File: config.mk
export PLATFORM = sky130hd
export DESIGN_NAME = ilir_cell
export DESIGN_NICKNAME = d
export VERILOG_FILES = /design/src/hw/rtl/ilir_pkg.sv /design/src/hw/rtl/ilir_cell.sv
export SDC_FILE = /design/constraint.sdc
export NUM_CORES = 1
export LEC_CHECK = 0
export ABC_CLOCK_PERIOD_IN_PS = 4000
export BUFFER_PORTS_ARGS = -buffer_cell sky130_fd_sc_hd__buf_4
export CORE_MARGIN = 4
export CORE_UTILIZATION = 41
export CTS_BUF_LIST = sky130_fd_sc_hd__clkbuf_16
export DETAILED_ROUTE_END_ITERATION = 12
export PLACE_DENSITY = 0.81
export SETUP_SLACK_MARGIN = 0.3
export SYNTH_ARGS = -nofsm -noshare
export SYNTH_HDL_FRONTEND = slang
export SYNTH_SLANG_ARGS = --single-unit
File: constraint.sdc
create_clock -name aclk -period 4 [get_ports aclk]
set_input_delay 0.4 -clock aclk [delete_from_list [all_inputs] [get_ports aclk]]
set_output_delay 0.4 -clock aclk [all_outputs]
set_load 0.1 [all_outputs]
File: src/hw/rtl/ilir_pkg.sv
// ----------------------------------------------------------------------------
// ilir_pkg: shared types and constants for the indexed list
// Sizes, command and status codes, and the control word sent to the cells.
// ----------------------------------------------------------------------------
package ilir_pkg;

    localparam int CAPACITY    = 64;
    localparam int DATA_WIDTH  = 32;
    localparam int COUNT_WIDTH = $clog2(CAPACITY + 1);
    localparam int IDX_WIDTH   = $clog2(CAPACITY);
    // signed width for index arithmetic: covers 8-bit position and the count
    localparam int SIDX_WIDTH  = COUNT_WIDTH + 9;

    localparam int CMD_WIDTH    = 2;
    localparam int POS_WIDTH    = 8;
    localparam int VALUE_WIDTH  = 32;
    localparam int STATUS_WIDTH = 2;
    localparam int CFIELD_WIDTH = 7;

    typedef logic [DATA_WIDTH-1:0]   data_t;
    typedef logic [COUNT_WIDTH-1:0]  count_t;
    typedef logic [IDX_WIDTH-1:0]    idx_t;
    typedef logic [CMD_WIDTH-1:0]    cmd_t;
    typedef logic [STATUS_WIDTH-1:0] status_t;
    typedef logic [VALUE_WIDTH-1:0]  value_t;
    typedef logic [CFIELD_WIDTH-1:0] cfield_t;

    localparam cmd_t CMD_APPEND = 2'd0;
    localparam cmd_t CMD_INSERT = 2'd1;
    localparam cmd_t CMD_GET    = 2'd2;
    localparam cmd_t CMD_REMOVE = 2'd3;

    localparam status_t ST_OK    = 2'd0;
    localparam status_t ST_RANGE = 2'd1;
    localparam status_t ST_FULL  = 2'd2;

    typedef enum logic [1:0] {
        OP_HOLD,
        OP_INSERT,
        OP_REMOVE
    } cell_op_t;

    // broadcast to every cell
    typedef struct packed {
        cell_op_t op;
        idx_t     idx;
        data_t    data;
    } cell_ctrl_t;

    // decode result for the output stage
    typedef struct packed {
        status_t status;
        logic    read_en;
        count_t  count_next;
    } cmd_result_t;

endpackage

File: src/hw/rtl/ilir_cell.sv
// ----------------------------------------------------------------------------
// ilir_cell: one list slot
// Holds one element; shifts from its lower or upper neighbor, or loads the
// broadcast value, and drives its element onto the read bus when addressed.
// ----------------------------------------------------------------------------
module ilir_cell (
    input  logic                aclk,
    input  ilir_pkg::idx_t      slot_index,
    input  ilir_pkg::cell_ctrl_t ctrl,
    input  ilir_pkg::data_t     lower_data,
    input  ilir_pkg::data_t     upper_data,
    output ilir_pkg::data_t     slot_data,
    output ilir_pkg::data_t     read_data
);

    ilir_pkg::data_t data_reg;
    ilir_pkg::data_t data_next;

    always_comb begin
        data_next = data_reg;
        case (ctrl.op)
            ilir_pkg::OP_INSERT: begin
                if (slot_index == ctrl.idx) begin
                    data_next = ctrl.data;
                end else if (slot_index > ctrl.idx) begin
                    data_next = lower_data;
                end
            end
            ilir_pkg::OP_REMOVE: begin
                if (slot_index >= ctrl.idx) begin
                    data_next = upper_data;
                end
            end
            default: begin
                data_next = data_reg;
            end
        endcase
    end

    always_ff @(posedge aclk) begin
        data_reg <= data_next;
    end

    assign slot_data = data_reg;
    assign read_data = (slot_index == ctrl.idx) ? data_reg : '0;

endmodule

; ---- Yosys cells after proc, flatten, opt, wreduce, memory -nomap -nowiden
; Index checks and enable logic that the tools add are counted.
[totals]
ff_bits = 32
input_bits = 111
output_inout_bits = 64
wordCells = 15
[classes]
n_lt_le_gt_ge = 2
eq_ne = 5
muxes = 5
n_reduce_logical = 2
[ops]
columns = cell, count
row1 = 32-bit 2-to-1 mux, 4
row2 = 32-bit case mux with 2 select lines, 1
row3 = 6-bit equality test, 1
row4 = 6-bit >= comparator, 1
row5 = 6-bit greater-than comparator, 1
row6 = 3-bit inequality test (second input constant), 1
row7 = 3-bit AND reduction, 1
row8 = 2-bit by 1-bit equality test with 1-bit output (second input constant), 1
row9 = 2-bit equality test (second input constant), 1
row10 = 2-bit inequality test (second input constant), 1
row11 = 2-bit nonzero test, 1

; ---- Longest topological paths before layout
[logic_depth]
depth_word = 4
ltp_mapped = 7
ltp_nobuf = 5

; ---- Worst setup path after synthesis
; OpenSTA, ideal clock, no wires.
[synth_timing]
path_kind = input to register
startpoint = input port ctrl[37] (netlist name)
endpoint = register data_reg[0] (netlist: slot_data[0]) (enable)
setup_time_ps = 440
t_arrival_ps = 3007
t_required_ps = 3560
setup_slack_ps = 553
cell_stages = 7
n_path_buf = 2
path_cell_list = inv_1 > ha_1 > and4_1 > buf_6 > buf_12 > nand3_1 > a41oi_1
[synth_via]
elab_chain_len = 3
elab_cells_between_ends = 6
classes_between = order compare: 2 / eq/ne: 3 / reduce/logical: 1
[synth_lines]
columns = item, line_no
row1 = "start, declared", ilir_cell.sv:9  ; input ilir_pkg::cell_ctrl_t ctrl,
row2 = "6-bit greater-than comparator, or another cell as far along", ilir_cell.sv:25  ; end else if (slot_index > ctrl.idx) begin
row3 = 3-bit inequality test (no source line) / 2-bit inequality test (equally long branches), n/a
row4 = 3-bit AND reduction (no source line) (*), n/a
row5 = "end signal, assigned", ilir_cell.sv:41  ; data_reg <= data_next;
row6 = "end, declared", ilir_cell.sv:16  ; ilir_pkg::data_t data_reg;
; Every way passes the cells marked *; elsewhere a longest branch is shown, timed or not.
; A chain may end at the register's enable or synchronous reset.

; ---- Worst setup path in the final report
[layout_timing]
startpoint = input port slot_index[1]
endpoint = output port read_data[13]
[layout_via]
elab_chain_len = 2
[layout_lines]
columns = item, line_no
row1 = "start, declared", ilir_cell.sv:8  ; input ilir_pkg::idx_t slot_index,
row2 = 6-bit equality test, ilir_cell.sv:45  ; assign read_data = (slot_index == ctrl.idx) ? data_reg : '0;
row3 = 32-bit 2-to-1 mux, ilir_cell.sv:45
row4 = "end, declared", ilir_cell.sv:13  ; output ilir_pkg::data_t read_data
; Every way passes these cells.

==> metrics.md <==
| Metric | Value |
|---|---|
| Setup TNS after final layout | `0 ps` |
| CP Class | `input port to primary output` |
| Synth Register Bits | `32` |
| CTS tree | `done` |
| Initial drt markers | `156` |
| Final nets | `528` |
| Wire per inst | `16.85 um` |
| Share of layout cells above drive strength 1 | `50.24%` |
| Max Cap Viol | `0` |
| FILL cells | `463` |
| Die Area | `0.007245 mm^2` |
| Largest net degree at the start of global routing | `65` |
| DR vias | `2547` |
| Gr ovfl total | `0` |
| Distinct cells, synth | `25` |
| Finished Core Util | `68.64%` |
| Warnings, synthesis | `0` |
| Slew headroom | `37.93%` |
| Total track usage | `21.26%` |
| Final Hold Viols | `0` |
| Worst vdd ir | `0.0002339 V` |
| Status | `finished, final reports clean` |
| H-tree level count | `2` |
| Finished layout cell area | `0.003872 mm^2` |
| Worst hold path cell count | `3` |
| Area growth from synthesis to layout | `58.80%` |
| Initial Utilization | `43.22%` |
| Avg Cell Area, Syn | `9.833 um^2` |
| Die X-Extent | `85.12 um` |
| Final WS setup | `932.1 ps` |
| PwrDens | `408.4 mW/mm^2` |
| Final setup viols | `0` |
| Initial antenna violation count | `0` |
| Sequential cell area fraction in the yosys report | `39.40%` |
| Postcts setup bufs | `0` |
| Vias in the first global route | `2571` |
| Pins Over Slew Limit | `0` |
| Synth Instances | `248` |
| WHS Endpoint | `slot_data[29]$_DFFE_PP_` |
| Fmax | `0.3260 GHz` |
| Pre-CTS setup slack | `878.7 ps` |
| Clock Tree Buf Depth | `2` |
| Clock sink count | `32` |
| Clk Tree Root Cell | `clkbuf_16` |
| Crit path capture type | `primary output` |
| Die Y | `85.12 um` |
| Detailed Route WL | `8120 um` |
| CP Launch Type | `input port` |
| # IOs | `175` |
| Tcrit/Tclk final | `76.70%` |
| Mapped Nets | `367` |
| Reg clk slew, reported paths | `50 ps` |
| Most common cell after layout, fill and taps aside | `buf_4` |
| Leakage Power | `1.696 nW` |
| Global-route wire length before repair | `12430 um` |
| RSZ-0062 raised after global routing | `no` |
| Worst-path fanout max | `32` |
| Post-route ant nets | `0` |
| # diodes | `0` |
| Placed Area | `0.003736 mm^2` |
| Area of the mapped netlist | `0.002439 mm^2` |
| Tmin final | `3068 ps` |
| Worst EP arrival | `2670 ps` |
| Hold Path Origin | `upper_data[29]` |
| Remaining DRCs | `0` |
| Worst hold path type | `input port to flop` |
| DP HPWL | `6143 um` |
| CTS Buf Count | `5` |
| Tightest Pin Transition | `930.0 ps` |
| PostCTS Resize Cnt | `0` |
| Hold Buf Count CTS | `0` |
| Routability congestion estimate | `0.7642` |
| Via density per instance | `5.284` |
| Max FFs per register | `32` |
| # rows | `27` |
| Critical Path RT | `3600 ps` |
| CORE AREA | `0.005642 mm^2` |
| Most frequent cells in the layout | `182 x buf_4, 33 x nor2b_1, 32 x o21ai_0, 32 x and2_1, 32 x edfxtp_1` |
| I/O Buffers | `174` |
| TritonRoute pass-1 iters | `4` |
[cell type report]
| cell class | instances | area, um^2 | share of cell area (%) |
|---|---|---|---|
| inverters | 8 | 30.03 | 0.7754 |
| multi-input cells | 180 | 1289 | 33.28 |
| clock inverters | 3 | 11.26 | 0.2908 |
| flip-flops and latches | 32 | 960.9 | 24.81 |
| clock buffers | 5 | 125.1 | 3.231 |
| repair buffers | 182 | 1366 | 35.28 |
| well taps | 72 | 90.09 | 2.326 |
[logic make-up after synthesis]
group	count (synthesis)	synth area share, %
AO/OA/AOI/OAI	100	29.35
adder cells (fa/ha/maj)	8	4.105
buffers and inverters	36	8.722
flip-flops	32	39.40
AND/OR/NAND/NOR	72	18.42
[metrics by stage]
stage / cells / power [W] / hold slack, ps
CTS: 482 / 0.001587 / 438.3
finish: 482 / 0.001581 / 443.5
global placement: 474 / 0.001234 / 710.7
global route: 482 / 0.001639 / 446.0
detailed placement: 474 / 0.001240 / 716.3
floorplan: 248 / 0.001031 / 622.3
[synthesized netlist by cell type]
library cell | count | area share, %
buf_6 | 2 | 0.92
nor2b_1 | 33 | 8.5
a21oi_1 | 26 | 5.3
edfxtp_1 | 32 | 39
and4_1 | 1 | 0.36
a21o_1 | 1 | 0.31
nor2_1 | 2 | 0.31
a41oi_1 | 25 | 9.0
nand2_1 | 1 | 0.15
buf_12 | 1 | 0.82
inv_1 | 8 | 1.2
o21ai_2 | 1 | 0.36
a211oi_1 | 1 | 0.31
o21ai_0 | 32 | 6.6
buf_2 | 8 | 1.6
nand4_2 | 1 | 0.51
clkbuf_1 | 11 | 1.7
buf_8 | 2 | 1.2
ha_1 | 8 | 4.1
and2_1 | 32 | 8.2
nand3_1 | 2 | 0.41
clkbuf_2 | 3 | 0.62
clkbuf_8 | 1 | 0.56
a21oi_2 | 6 | 2.2
a41oi_2 | 8 | 5.3
[per-layer routing]
layer	track usage [%]	wire, um	vias to the layer above	part of all wire, %
met5	0	0	-	0
met4	7.770	211	0	2.6
met3	3.398	673	15	8.3
met2	37.29	4146	134	51
met1	26.14	3089	1151	38
li1	-	-	1247	-
[power by group]
part	switching (W)	leakage [nW]	total, W	internal, W
sequential	0.0000305	0.309	0.000471	0.000441
clock	0.000126	0.0738	0.000349	0.000223
combinational	0.000569	1.31	0.000761	0.000192
total	0.000726	1.70	0.00158	0.000856
[critical path: stages]
cell	delay, ps
buf_4	110
ha_1	700
nand2_1	170
nor2_2	750
and2_1	240
buf_4	290
[how the worst max path moves through the flow]
stage	slack, ps	cells after the start	from	endpoint
3_3_place_gp	960	6	slot_index[1]	read_data[0]
4_1_cts	880	6	slot_index[1]	read_data[13]
6_report	930	6	slot_index[1]	read_data[13]
3_5_place_dp	880	6	slot_index[1]	read_data[13]
5_1_grt	710	6	slot_index[1]	read_data[13]
2_1_floorplan	550	7	ctrl[37]	slot_data[0]$_DFFE_PP_
No activity file was read; power rests on OpenSTA's default activity.
