## src/hw/rtl/ilir_pkg.sv

```systemverilog
// ----------------------------------------------------------------------------
// ilir_pkg: shared types and constants for the indexed list
// Sizes, command and status codes, and the control word sent to the cells.
// ----------------------------------------------------------------------------
package ilir_pkg;

    localparam int CAPACITY    = 64;
    localparam int DATA_WIDTH  = 32;
    localparam int COUNT_WIDTH = $clog2(CAPACITY + 1);
    localparam int IDX_WIDTH   = $clog2(CAPACITY);
    // signed width for index arithmetic: covers 8-bit position and the count
    localparam int SIDX_WIDTH  = COUNT_WIDTH + 9;

    localparam int CMD_WIDTH    = 2;
    localparam int POS_WIDTH    = 8;
    localparam int VALUE_WIDTH  = 32;
    localparam int STATUS_WIDTH = 2;
    localparam int CFIELD_WIDTH = 7;

    typedef logic [DATA_WIDTH-1:0]   data_t;
    typedef logic [COUNT_WIDTH-1:0]  count_t;
    typedef logic [IDX_WIDTH-1:0]    idx_t;
    typedef logic [CMD_WIDTH-1:0]    cmd_t;
    typedef logic [STATUS_WIDTH-1:0] status_t;
    typedef logic [VALUE_WIDTH-1:0]  value_t;
    typedef logic [CFIELD_WIDTH-1:0] cfield_t;

    localparam cmd_t CMD_APPEND = 2'd0;
    localparam cmd_t CMD_INSERT = 2'd1;
    localparam cmd_t CMD_GET    = 2'd2;
    localparam cmd_t CMD_REMOVE = 2'd3;

    localparam status_t ST_OK    = 2'd0;
    localparam status_t ST_RANGE = 2'd1;
    localparam status_t ST_FULL  = 2'd2;

    typedef enum logic [1:0] {
        OP_HOLD,
        OP_INSERT,
        OP_REMOVE
    } cell_op_t;

    // broadcast to every cell
    typedef struct packed {
        cell_op_t op;
        idx_t     idx;
        data_t    data;
    } cell_ctrl_t;

    // decode result for the output stage
    typedef struct packed {
        status_t status;
        logic    read_en;
        count_t  count_next;
    } cmd_result_t;

endpackage

```

## src/hw/rtl/ilir_ctrl.sv

```systemverilog
// ----------------------------------------------------------------------------
// ilir_ctrl: command decode
// Range and full checks, index normalization and the cell control word.
// ----------------------------------------------------------------------------
module ilir_ctrl (
    input  logic                  accept,
    input  ilir_pkg::cmd_t        command,
    input  logic signed [7:0]     position,
    input  ilir_pkg::value_t      item_value,
    input  ilir_pkg::count_t      count,
    output ilir_pkg::cell_ctrl_t  ctrl,
    output ilir_pkg::cmd_result_t result
);

    localparam int SW = ilir_pkg::SIDX_WIDTH;
    localparam int CW = ilir_pkg::COUNT_WIDTH;

    logic signed [SW-1:0] pos_s;
    logic signed [SW-1:0] n_s;
    logic signed [SW-1:0] idx_s;
    logic                 full;
    logic                 ins_ok_range;
    logic                 rd_ok_range;

    always_comb begin
        pos_s        = {{(SW-8){position[7]}}, position};
        n_s          = $signed({{(SW-CW){1'b0}}, count});
        idx_s        = (pos_s < 0) ? (pos_s + n_s) : pos_s;
        full         = (count == CW'(ilir_pkg::CAPACITY));
        ins_ok_range = (pos_s >= 0) && (pos_s <= n_s);
        rd_ok_range  = (pos_s >= -n_s) && (pos_s < n_s);

        ctrl.op   = ilir_pkg::OP_HOLD;
        ctrl.idx  = idx_s[ilir_pkg::IDX_WIDTH-1:0];
        ctrl.data = ilir_pkg::data_t'(item_value);

        result.status     = ilir_pkg::ST_OK;
        result.read_en    = 1'b0;
        result.count_next = count;

        unique case (command)
            ilir_pkg::CMD_APPEND: begin
                // append is an insert at the tail
                ctrl.idx = count[ilir_pkg::IDX_WIDTH-1:0];
                if (full) begin
                    result.status = ilir_pkg::ST_FULL;
                end else begin
                    ctrl.op           = ilir_pkg::OP_INSERT;
                    result.count_next = count + 1'b1;
                end
            end
            ilir_pkg::CMD_INSERT: begin
                if (!ins_ok_range) begin
                    result.status = ilir_pkg::ST_RANGE;
                end else if (full) begin
                    result.status = ilir_pkg::ST_FULL;
                end else begin
                    ctrl.op           = ilir_pkg::OP_INSERT;
                    result.count_next = count + 1'b1;
                end
            end
            ilir_pkg::CMD_GET: begin
                if (!rd_ok_range) begin
                    result.status = ilir_pkg::ST_RANGE;
                end else begin
                    result.read_en = 1'b1;
                end
            end
            ilir_pkg::CMD_REMOVE: begin
                if (!rd_ok_range) begin
                    result.status = ilir_pkg::ST_RANGE;
                end else begin
                    result.read_en    = 1'b1;
                    ctrl.op           = ilir_pkg::OP_REMOVE;
                    result.count_next = count - 1'b1;
                end
            end
            default: begin
                result.status = ilir_pkg::ST_OK;
            end
        endcase

        if (!accept) begin
            ctrl.op = ilir_pkg::OP_HOLD;
        end
    end

endmodule

```

## config.mk

```make
export PLATFORM = sky130hd
export DESIGN_NAME = ilir_ctrl
export DESIGN_NICKNAME = d
export VERILOG_FILES = /design/src/hw/rtl/ilir_pkg.sv /design/src/hw/rtl/ilir_ctrl.sv
export SDC_FILE = /design/constraint.sdc
export NUM_CORES = 1
export LEC_CHECK = 0
export BUFFER_PORTS_ARGS = -buffer_cell sky130_fd_sc_hd__buf_2
export CAP_MARGIN = 40
export CELL_PAD_IN_SITES_DETAIL_PLACEMENT = 2
export CELL_PAD_IN_SITES_GLOBAL_PLACEMENT = 2
export CORE_ASPECT_RATIO = 0.9
export CORE_MARGIN = 2
export CORE_UTILIZATION = 25
export DETAILED_ROUTE_END_ITERATION = 10
export PLACE_DENSITY = 0.95
export SLEW_MARGIN = 5
export SYNTH_ARGS = -nofsm -noshare
export SYNTH_HDL_FRONTEND = slang
export SYNTH_SLANG_ARGS = --single-unit
```

## constraint.sdc

```tcl
create_clock -name vclk -period 4.1
set_clock_uncertainty 0.15 [all_clocks]
set_input_delay 0.205 -clock vclk [all_inputs]
set_output_delay 0.205 -clock vclk [all_outputs]
set_load 0.01 [all_outputs]
```

### Word level (Yosys, flattened, before mapping)

Cells that the tools add are included.

| word-level totals | value |
|---|---|
| flip-flop bits (word level) | 0 |
| input port bits | 50 |

| operators by class | value |
|---|---|
| $add $sub $neg | 4 |
| $lt $le $gt $ge | 5 |
| equal/unequal tests | 4 |
| mux-type cells | 17 |
| reductions and logical operators | 4 |

Operators by type and width:

| operator | count |
|---|---|
| 7-bit one-hot mux with 3 select lines | 1 |
| 8-bit by 16-bit >= comparator with 1-bit output | 1 |
| 7-bit negation with 16-bit output | 1 |
| 7-bit 2-to-1 mux | 2 |
| 6-bit 2-to-1 mux | 2 |
| 2-bit one-hot mux with 3 select lines | 2 |
| 8-bit by 1-bit >= comparator with 1-bit output (second input constant) | 1 |
| 8-bit less-or-equal comparator | 1 |
| 8-bit by 1-bit < comparator with 1-bit output (second input constant) | 1 |
| 8-bit < comparator | 1 |
| 2-bit 2-to-1 mux | 4 |
| 8-bit 2-to-1 mux | 1 |
| 7-bit by 1-bit adder with 7-bit output (second input constant) | 1 |
| 7-bit equality test (second input constant) | 1 |
| 7-bit by 1-bit subtractor with 7-bit output (second input constant) | 1 |
| 6-bit adder | 1 |
| 2-bit equality test (second input constant) | 2 |
| 1-bit 2-to-1 mux | 4 |
| 2-bit by 1-bit equality test with 1-bit output (second input constant) | 1 |
| 1-bit logical AND | 2 |
| 2-bit zero test | 1 |
| 1-bit one-hot mux with 2 select lines | 1 |
| 2-bit OR reduction | 1 |

### Depth between registers and ports, before layout

| logic depth | value |
|---|---|
| word-level depth | 6 |
| gate-level depth with buffers | 13 |
| gate-level depth less buffers | 13 |

### Worst setup path before layout

No wires, ideal clock.

| timing | value |
|---|---|
| path type | input to output |
| start point | input count[3] |
| end point | output result[3] in the netlist's numbering |
| arrival | 2,694 ps |
| required time | 3,745 ps |
| path slack | 1,051 ps |
| stages on the path | 13 |
| path buffers | 1 |
| cells stage by stage | clkbuf_2 nor2_1 and3_1 ha_1 inv_1 ha_1 and4_4 a211oi_2 a21oi_2 or3_1 a21oi_2 a211oi_1 nor2_1 |

RTL lines:

| element | line | source |
|---|---|---|
| start: declaration | ilir_ctrl.sv:10 | `input ilir_pkg::count_t count,` |
| end: declaration | ilir_ctrl.sv:12 | `output ilir_pkg::cmd_result_t result` |

==> results.txt <==
The flow ran to the end, and the final reports show no timing, DRC or antenna violations. Post-synthesis net count: 282. The critical path contains buffers and inverters numbering 4 combined. The run gives 0 as the total of clock buffers placed in the layout.

For this design the ratio of total power to cell area is 113 nW/µm². Relative to the synthesized area, the layout overhead comes to 1.20%. Each instance of the synthesized netlist takes up on average 7.70 µm². The area share of the largest cell type after synthesis was 0.224.

For the headroom to the max-slew limit, the log shows 0.490. The logs give 0 for the part of the total power dissipated in sequential elements and 1560 µm² for the combined area of all synthesized cells. Relative contribution of combinational cells to total power: 1.000. The die is 87.3 µm wide. Hold violation total from the final report: 0. After detailed routing, the average wire length per cell comes to 17.6 µm. Data on the critical path is required at its endpoint by 3.74 ns.

Registers take 0 µm². After the last flow step, the layout net total stands at 285. The category of the worst setup path capture point is a primary output.

The post-CTS setup buffer count is 0. The run gives 1,610 as the number of global-route vias before repair. Row generation in the floorplan step produced 27 rows. The total half-perimeter wirelength after legalization and detailed placement is 4.22 mm, and the detailed router's first-iteration violation count is 27.

In the routed design, unresolved DRC markers number 0. The Yosys step of the flow raised 0 warnings. The critical path launch point type is an input port. The tools report the initial antenna violation count as 0. The share of power burned in the clock network came out at 0. Setup repair after global routing left no endpoint under its margin. The number of gates resized after cts came out at 0. By area the synthesized netlist is led by sky130_fd_sc_hd__ha_1, sky130_fd_sc_hd__buf_4, sky130_fd_sc_hd__xnor2_1. The run gives 0.000752 µW as the static power due to leakage. Walking the worst path, the cells encountered are buf_2 > inv_1 > ha_1 > and3_1 > ha_1 > inv_1 > ha_1 > and4_4 > nand3_1 > a21oi_2 > nor3_2 > nor4b_4 > a41oi_2 > xnor2_1 > buf_2.

For this design the total switching power over the nets is 107 µW. Buffers inserted to repair hold after CTS numbered 0. The worst setup path startpoint was count[1]. Input and output buffers added on the ports amount to 36. For the maximum clock rate, the log shows 275 MHz. There are 0 flip-flops and latches.

The slowest stage of the critical path belongs to the cell sky130_fd_sc_hd__nor4b_4. Across the run, the number of max-cap violations was 0. The run gives 0 as the remaining global-route overflow. After detailed routing, the number of vias per cell comes to 5.30. The worst setup path category is input port to primary output.

The sequential share of the synthesized area came out at 0. VDD sags by at most 38.1 µV. sky130_fd_sc_hd__ha_1 takes more of the synthesized area than any other cell. The count of nets left with antenna violations after detail routing is 0. Fill cells in the final layout number 749.

The first detailed-routing pass took 4 iterations. The actual slew at the worst max-slew pin was 0.762 ns; the post-route clock period utilization was 0.888. Setup slack on the critical path of the routed design comes to 0.460 ns. The tools report the post-placement worst setup slack as 0.475 ns. The share of layout cells above drive strength 1 was 0.250. Among cell families on the critical path, the largest total delay comes from simple AND/OR/NAND/NOR gates. The total length of routed wires came out at 4.86 mm. The cell count after synthesis was 203; the combined area of the multi-input logic cells was 1240 µm². The most numerous cell on the critical path is sky130_fd_sc_hd__ha_1. The worst path needs 3.64 ns of the cycle, external delays included. The wire length of the first global-routing pass was 7.96 mm; the largest net degree at the start of global routing was 14.

Synthesis instantiated 52 different standard cells from the library. Routability-driven placement finished with a final weighted congestion of 0.855. The proportion of total power due to net switching was 0.596. The area of the die was 6900 µm².

The region available for standard cell placement spans 6080 µm². The biggest cell delay along the critical path works out to 0.50 ns. The internal power of the cells totals 72.3 µW. The min-delay analysis places its worst path in the category input port to primary output. The via total after detailed routing was 1,463; the number of endpoints failing setup at the final stage was 0.

The initial core utilization is 0.257, and the number of diodes added for antenna fixing is 0. The run gives 0.142 as the combined global-route utilization of all metal layers. The floorplan step set the die height to 79.0 µm.

The count of final max-slew check failures came out at 0. The worst endpoint data arrival time was 3.29 ns; the number of top-level pins was 100. The launch point of the worst hold path was item_value[16]. The largest fanout of any net on the critical path is 8. The setup total negative slack was 0 ns; the total power consumption of the routed design was 179 µW.
power by group through the flow:
stage / combinational (µW) / clock, µW / sequential, µW
3_5_place_dp: 181 / 0 / 0
2_1_floorplan: 147 / 0 / 0
4_1_cts: 182 / 0 / 0
3_3_place_gp: 171 / 0 / 0
6_report: 179 / 0 / 0
5_1_grt: 200 / 0 / 0
Yosys cell counts, types with 2 or more instances:
library cell,n
sky130_fd_sc_hd__nor2_1,11
sky130_fd_sc_hd__mux2i_1,2
sky130_fd_sc_hd__a41oi_2,2
sky130_fd_sc_hd__xnor2_1,11
sky130_fd_sc_hd__buf_2,2
sky130_fd_sc_hd__a211oi_1,3
sky130_fd_sc_hd__nor3b_1,3
sky130_fd_sc_hd__nor4b_4,2
sky130_fd_sc_hd__ha_1,28
sky130_fd_sc_hd__and4_1,3
sky130_fd_sc_hd__nand3_1,7
sky130_fd_sc_hd__o21ai_0,5
sky130_fd_sc_hd__nand4_1,3
sky130_fd_sc_hd__o21bai_1,3
sky130_fd_sc_hd__and3_1,5
sky130_fd_sc_hd__a21oi_2,4
sky130_fd_sc_hd__a21oi_1,10
sky130_fd_sc_hd__nand2_1,8
sky130_fd_sc_hd__nor3_1,5
sky130_fd_sc_hd__xor2_1,2
sky130_fd_sc_hd__and2_1,5
sky130_fd_sc_hd__buf_4,32
sky130_fd_sc_hd__a21o_1,4
sky130_fd_sc_hd__inv_1,15
through the flow:
stage	cell area [µm²]	util	hold slack [ns]	std cells
global placement	1580	0.260	0.260	276
detailed placement	1580	0.260	0.260	276
finish	1580	0.260	0.260	276
CTS	1580	0.260	0.260	276
global route	1580	0.260	0.260	276
floorplan	1560	-	0.348	203
layout make-up:
class	instances	area share
well taps	72	0.0570
inverters	16	0.0380
multi-input cells	151	0.786
repair buffers	37	0.119
layer usage:
metal	track usage	vias to the layer above	wire length, µm
li1	-	709	-
met1	0.170	727	2110
met2	0.276	23	2610
met3	0.00832	4	109
met4	0.0277	0	27
met5	0	-	0
logic make-up (layout without fill, tap and decap cells):
family / after synthesis / after routing / synth area share
buffers and inverters: 52 / 53 / 0.204
adders and majority gates: 29 / 29 / 0.237
AOI/OAI and AO/OA: 46 / 46 / 0.230
muxes: 2 / 2 / 0.0128
and+or+nand+nor: 61 / 61 / 0.243
xor gates and xnor gates: 13 / 13 / 0.0729
cell usage in the layout, fill, tap and decap left out, drive strengths merged, types with 3 or more instances in the layout:
| cell | n |
|---|---|
| o21ai | 5 |
| nand3 | 7 |
| ha | 28 |
| nand4 | 3 |
| o21bai | 3 |
| xnor2 | 11 |
| a211oi | 4 |
| and4 | 4 |
| a21oi | 14 |
| inv | 16 |
| and2 | 5 |
| nor3b | 3 |
| and3 | 5 |
| nand2 | 8 |
| a21o | 4 |
| nor2 | 11 |
| nor3 | 6 |
| buf | 37 |
path summary, 6_finish.rpt:
path / to / slack (ns) / cells past startpoint
worst max-delay path: result[6] / 0.46 / 15
worst min-delay path: ctrl[16] / 0.26 / 0
No activity file was read; power rests on OpenSTA's default activity.
